--- src/hdl/scr_pkg.sv ---
`timescale 1ns / 1ps
// ----------------------------------------------------------------------------
// scr_pkg
// Shared types, constants and width helpers for the stroke coverage
// rasterizer.
// ----------------------------------------------------------------------------
package scr_pkg;

   // default coordinate width of pixels and shape corners
   localparam int COORD_BITS_DEF = 14;

   // quotient bits of the projection divide (t is Q.32)
   localparam int DIV_BITS = 32;
   // split point of t for the two partial products
   localparam int T_SPLIT = 16;
   // t * |d| is scaled down by this to land in Q.12
   localparam int OX_SHIFT = 24;
   // squared distance Q.24 goes to Q.16 before the root
   localparam int D2_SHIFT = 8;

   // segment lanes: four rectangle edges, or shaft and two head strokes
   localparam int NUM_LANES = 4;

   // register stages inside one segment lane
   localparam int LANE_LAT = 4 + DIV_BITS + 5;

   // head points: signed Q16.4, packed y[39:20] x[19:0]
   localparam int HEAD_BITS = 20;
   localparam int HEAD_WORD = 2 * HEAD_BITS;

   localparam int LW_BITS  = 8;
   localparam int COV_BITS = 8;
   localparam logic [COV_BITS-1:0] COV_FULL = '1;

   // configuration port
   localparam int CSR_IDX_BITS  = 3;
   localparam int CSR_DATA_BITS = HEAD_WORD;

   typedef enum logic [CSR_IDX_BITS-1:0] {
      CSR_SHAPE_MODE = 3'd0,
      CSR_FIRST_X    = 3'd1,
      CSR_FIRST_Y    = 3'd2,
      CSR_SECOND_X   = 3'd3,
      CSR_SECOND_Y   = 3'd4,
      CSR_HEAD_ONE   = 3'd5,
      CSR_HEAD_TWO   = 3'd6,
      CSR_LINE_WIDTH = 3'd7
   } csr_index_type;

   typedef enum logic {
      SHAPE_RECT  = 1'b0,
      SHAPE_ARROW = 1'b1
   } shape_type;

   // signed width of a Q.4 point and of a difference of two points
   function automatic int pt_width(input int cb);
      pt_width = ((cb + 4 > HEAD_BITS - 1) ? cb + 4 : HEAD_BITS - 1) + 2;
   endfunction

   // width of a squared distance in Q.24
   function automatic int sq_width(input int cb);
      sq_width = 2 * (pt_width(cb) + 9) + 1;
   endfunction

endpackage

--- src/hdl/scr_isqrt.sv ---
`timescale 1ns / 1ps
// ----------------------------------------------------------------------------
// scr_isqrt
// Pipelined integer square root (floor), one result bit per stage.
// ----------------------------------------------------------------------------
module scr_isqrt #(
   parameter int IW = 53,
   parameter int NR = (IW + 1) / 2
) (
   input  logic          clock,
   input  logic [IW-1:0] radicand,
   output logic [NR-1:0] root
);
   import scr_pkg::*;

   localparam int RW = 2 * NR;

   logic [RW-1:0] rad_ff [1:NR];
   logic [RW-1:0] res_ff [1:NR];

   for (genvar i = 0; i < NR; i++) begin : g_stage
      localparam logic [RW-1:0] BIT = {{(RW-1){1'b0}}, 1'b1} << (2 * (NR - 1 - i));
      logic [RW-1:0] cur_rad;
      logic [RW-1:0] cur_res;
      logic [RW:0]   trial;

      if (i == 0) begin : g_first
         assign cur_rad = RW'(radicand);
         assign cur_res = '0;
      end else begin : g_next
         assign cur_rad = rad_ff[i];
         assign cur_res = res_ff[i];
      end

      assign trial = {1'b0, cur_res} + {1'b0, BIT};

      // subtract the trial when it fits
      always_ff @(posedge clock) begin
         if ({1'b0, cur_rad} >= trial) begin
            rad_ff[i+1] <= cur_rad - trial[RW-1:0];
            res_ff[i+1] <= (cur_res >> 1) + BIT;
         end else begin
            rad_ff[i+1] <= cur_rad;
            res_ff[i+1] <= cur_res >> 1;
         end
      end
   end

   assign root = res_ff[NR][NR-1:0];

endmodule

--- config.mk ---
export PLATFORM = sky130hd
export DESIGN_NAME = scr_isqrt
export DESIGN_NICKNAME = d
export VERILOG_FILES = /design/src/hdl/scr_pkg.sv /design/src/hdl/scr_isqrt.sv
export SDC_FILE = /design/constraint.sdc
export NUM_CORES = 2
export LEC_CHECK = 0
export BUFFER_PORTS_ARGS = -buffer_cell sky130_fd_sc_hd__buf_2
export CORE_UTILIZATION = 40
export CTS_CLUSTER_DIAMETER = 80
export DETAILED_ROUTE_END_ITERATION = 16
export SLEW_MARGIN = 40
export SYNTH_ARGS = -nofsm -noshare
export SYNTH_HDL_FRONTEND = slang
export SYNTH_SLANG_ARGS = --single-unit
--- constraint.sdc ---
create_clock -name clock -period 3.8 [get_ports clock]
set_input_delay 0.38 -clock clock [delete_from_list [all_inputs] [get_ports clock]]
set_output_delay 0.38 -clock clock [all_outputs]
set_load 0.005 [all_outputs]
==> out/metrics.csv <==
metric,value,unit
fin_skew,0.06148,ns
layout-drive-gt1-share,0.08558,
layout.nets,7392,
setup_viol,0,
yosys_warnings,0,
power.leakage,35.28,nW
cts_buffers,183,
clk_latency,0.84,ns
rr_endpoint,rad_ff[3][49],
grt_pass1_vias,47545,
maxCapViolations,0,
routed_wire_length_per_instance,17.82,um
worstPathMaxFanout,4,
p_per_area,779.9,mW/mm^2
cp-start-kind,flip-flop,
die_w,412.1,um
antenna_cells,0,
holdPathStages,2,
dp_hpwl,128700,um
gp_congestion,0.9027,
final_cell_mix,"dfxtp_1 (1782), inv_1 (498), nor2_1 (431), a21oi_1 (431), ha_1 (401)",
drv_slew,0,
grt_start_max_net_pins,49,
fp.dieH,412.1,um
yosysSeqAreaShare,0.5303,
status,"complete, no violations",
clockBufferDepth,3,
syn_area_per_cell,10.07,sq um
core-area,0.1670,sq mm
cpPeakStageDelay,0.63,ns
crit_type,flip-flop to flip-flop,
max_clock_freq,279.3,MHz
min_to,rad_ff[0][97],
synthFlopType,dfxtp_1,
area_delta_synth_final,15.70,%
fin_crit_sh,0.9421,
cts.sinks,1782,
grt_setup_unrepaired,no,
holdCritStartpoint,radicand[43],
rrSetupSlack,0.22,ns
cts_root_buffer,clkbuf_16,
finalWirelength,165700,um
arrival,4.32,ns
crit_slowest_cell,or4_1,
final_common_cell,dfxtp_1,
hold_path_class,input pin to flip-flop,
grt_pass1_wl,260300,um
yosysUniqueCellTypes,92,
worstMarginPinSlew,0.8676,ns
dieArea,0.1698,sq mm
drc_errors,0,
synth_edf_count,0,
path_cells,or4_1 -> or2_2 -> nand4b_1 -> nor4_1 -> nor4_1 -> a2111o_1 -> or2_2 -> nor3_1 -> xor2_1,
clk_pin_slew,0.06,ns
port_buffers,80,
end_kind,flip-flop,
syn_area,0.06727,sq mm
firstDrtPassIters,7,
ys_async_sr_fraction,0,
rr_startpoint,rad_ff[2][208],
syn_inst,6683,
drt_iter0_drc,2734,
cts_tree,done,
ant_nets,0,
ys_ff_latch,1782,
antenna_found_initial,1,
gr-usage-all-layers,0.1933,
post-route-min-period,3.580,ns
hold_viol,0,
required,4.54,ns
reg2reg_depth,9,
slew_headroom,0.4163,
design.portCount,81,
via_per_inst,5.132,
cts_setup_buffers,0,
vias,47709,
nFillCells,15465,
gr-total-overflow,0,
tns,0,ns
p_total,60.70,mW
initial_core_util,0.4027,
ir_drop,0.4662,mV
rows,150,
htree_levels,4,
-- power by group --
group | internal (mW) | total (mW) | switching [mW]
logic | 6.51 | 14.4 | 7.88
clock network | 11.8 | 19.5 | 7.75
registers | 22.9 | 26.8 | 3.87
total | 41.2 | 60.7 | 19.5
-- Yosys cell counts (all sizes together) (10+ instances only) --
library cell / count / area, sq um
inv: 501 / 1881
clkbuf: 87 / 326.6
nor2b: 50 / 312.8
nor4: 225 / 1414
nand2: 367 / 1378
nand4b: 29 / 254.0
buf: 39 / 239.0
a31oi: 30 / 209.0
nand2b: 82 / 513.0
or2: 36 / 225.2
nor4b: 34 / 297.8
a21o: 175 / 1314
a211o: 10 / 87.58
ha: 401 / 5017
and4: 20 / 175.2
xor2: 266 / 2330
a211oi: 34 / 255.2
a2111oi: 19 / 168.9
o21bai: 24 / 180.2
and2: 25 / 156.4
or4: 66 / 514.2
nor3b: 17 / 127.6
a21boi: 17 / 127.6
nand3b: 21 / 157.7
or3: 61 / 391.6
mux2: 63 / 713.2
a21oi: 432 / 2162
mux2i: 16 / 160.2
o211ai: 19 / 142.6
nand4: 100 / 625.6
nor3: 189 / 945.9
nand3: 112 / 560.5
o21a: 77 / 578.1
dfxtp: 1782 / 35670
nor2: 432 / 1624
a31o: 14 / 122.6
xnor2: 326 / 2855
o31ai: 38 / 285.3
o21ai: 296 / 1485
and3: 36 / 225.2
-- metal layers --
layer,part of all wire,vias up,track usage,wire length (um)
met2,0.49,967,0.3425,81540
met3,0.042,307,0.03109,6917
met5,0,-,0,0
met4,0.030,0,0.06660,5015
met1,0.44,22568,0.2356,72230
li1,-,23867,-,-
-- cells by family after synthesis --
kind of cell             after synthesis  share of synthesized area
flip-flops                          1782                     0.5303
XOR/XNOR                             592                    0.07707
other                                  1                 0.00005574
AO/OA/AOI/OAI                       1276                     0.1182
multiplexers                          79                    0.01298
adder cells (fa/ha/maj)              401                    0.07458
buffers and inverters                627                    0.03636
AND/OR/NAND/NOR                     1925                     0.1505
-- worst max-delay path, delay by kind of cell, from the launching register on --
family / cells / cell delay (ns)
AO/OA/AOI/OAI: 1 / 0.50
XOR/XNOR: 1 / 0.17
flip-flops: 1 / 0.31
AND/OR/NAND/NOR: 7 / 2.48
-- stage by stage --
stage               utilization  cell area (sq um)  hold slack, ns  setup slack [ns]  instances
floorplan                     -              67280          0.3224            0.6657       6684
finish                   0.4660              77830          0.1654            0.2201       9297
detailed placement       0.4219              70460          0.3317           0.06669       8903
global route             0.4660              77830          0.1219           0.01661       9297
global placement         0.4217              70440          0.3288           0.08275       8902
CTS                      0.4656              77780         0.09022           0.06099       9297
-- flip-flops by register name (all words and copies together), names as in the netlist --
name / count
rad_ff: 1404
res_ff: 378
-- how the worst max path moves through the flow --
stage                        start             end  slack (ns)  cells past startpoint
floorplan           res_ff[4][130]  rad_ff[4][193]        0.67                     14
global placement    rad_ff[5][194]   rad_ff[6][48]        0.08                     10
detailed placement  rad_ff[5][194]   rad_ff[6][48]        0.07                     10
CTS                 rad_ff[5][194]   rad_ff[6][48]        0.06                     10
global route         res_ff[6][14]  rad_ff[6][103]        0.02                     10
finish              rad_ff[2][208]   rad_ff[3][49]        0.22                      9
-- cell type report --
class                      count  area, sq um  share of cell area
inverter                     501         1881             0.02416
timing repair buffer         194         1439             0.01849
clock inverter               109         1769             0.02273
clock buffer                 232         5015             0.06443
multi-input combinational   4275        29300              0.3764
tap                         2204         2758             0.03543
sequential                  1782        35670              0.4583
-- what timing repair did --
action	CTS	global route
hold buffers	53	0
endpoints found under the hold margin	53	0
gates resized for setup	0	8
setup endpoints to repair	0	24
Power figures use the tool's default switching activity.
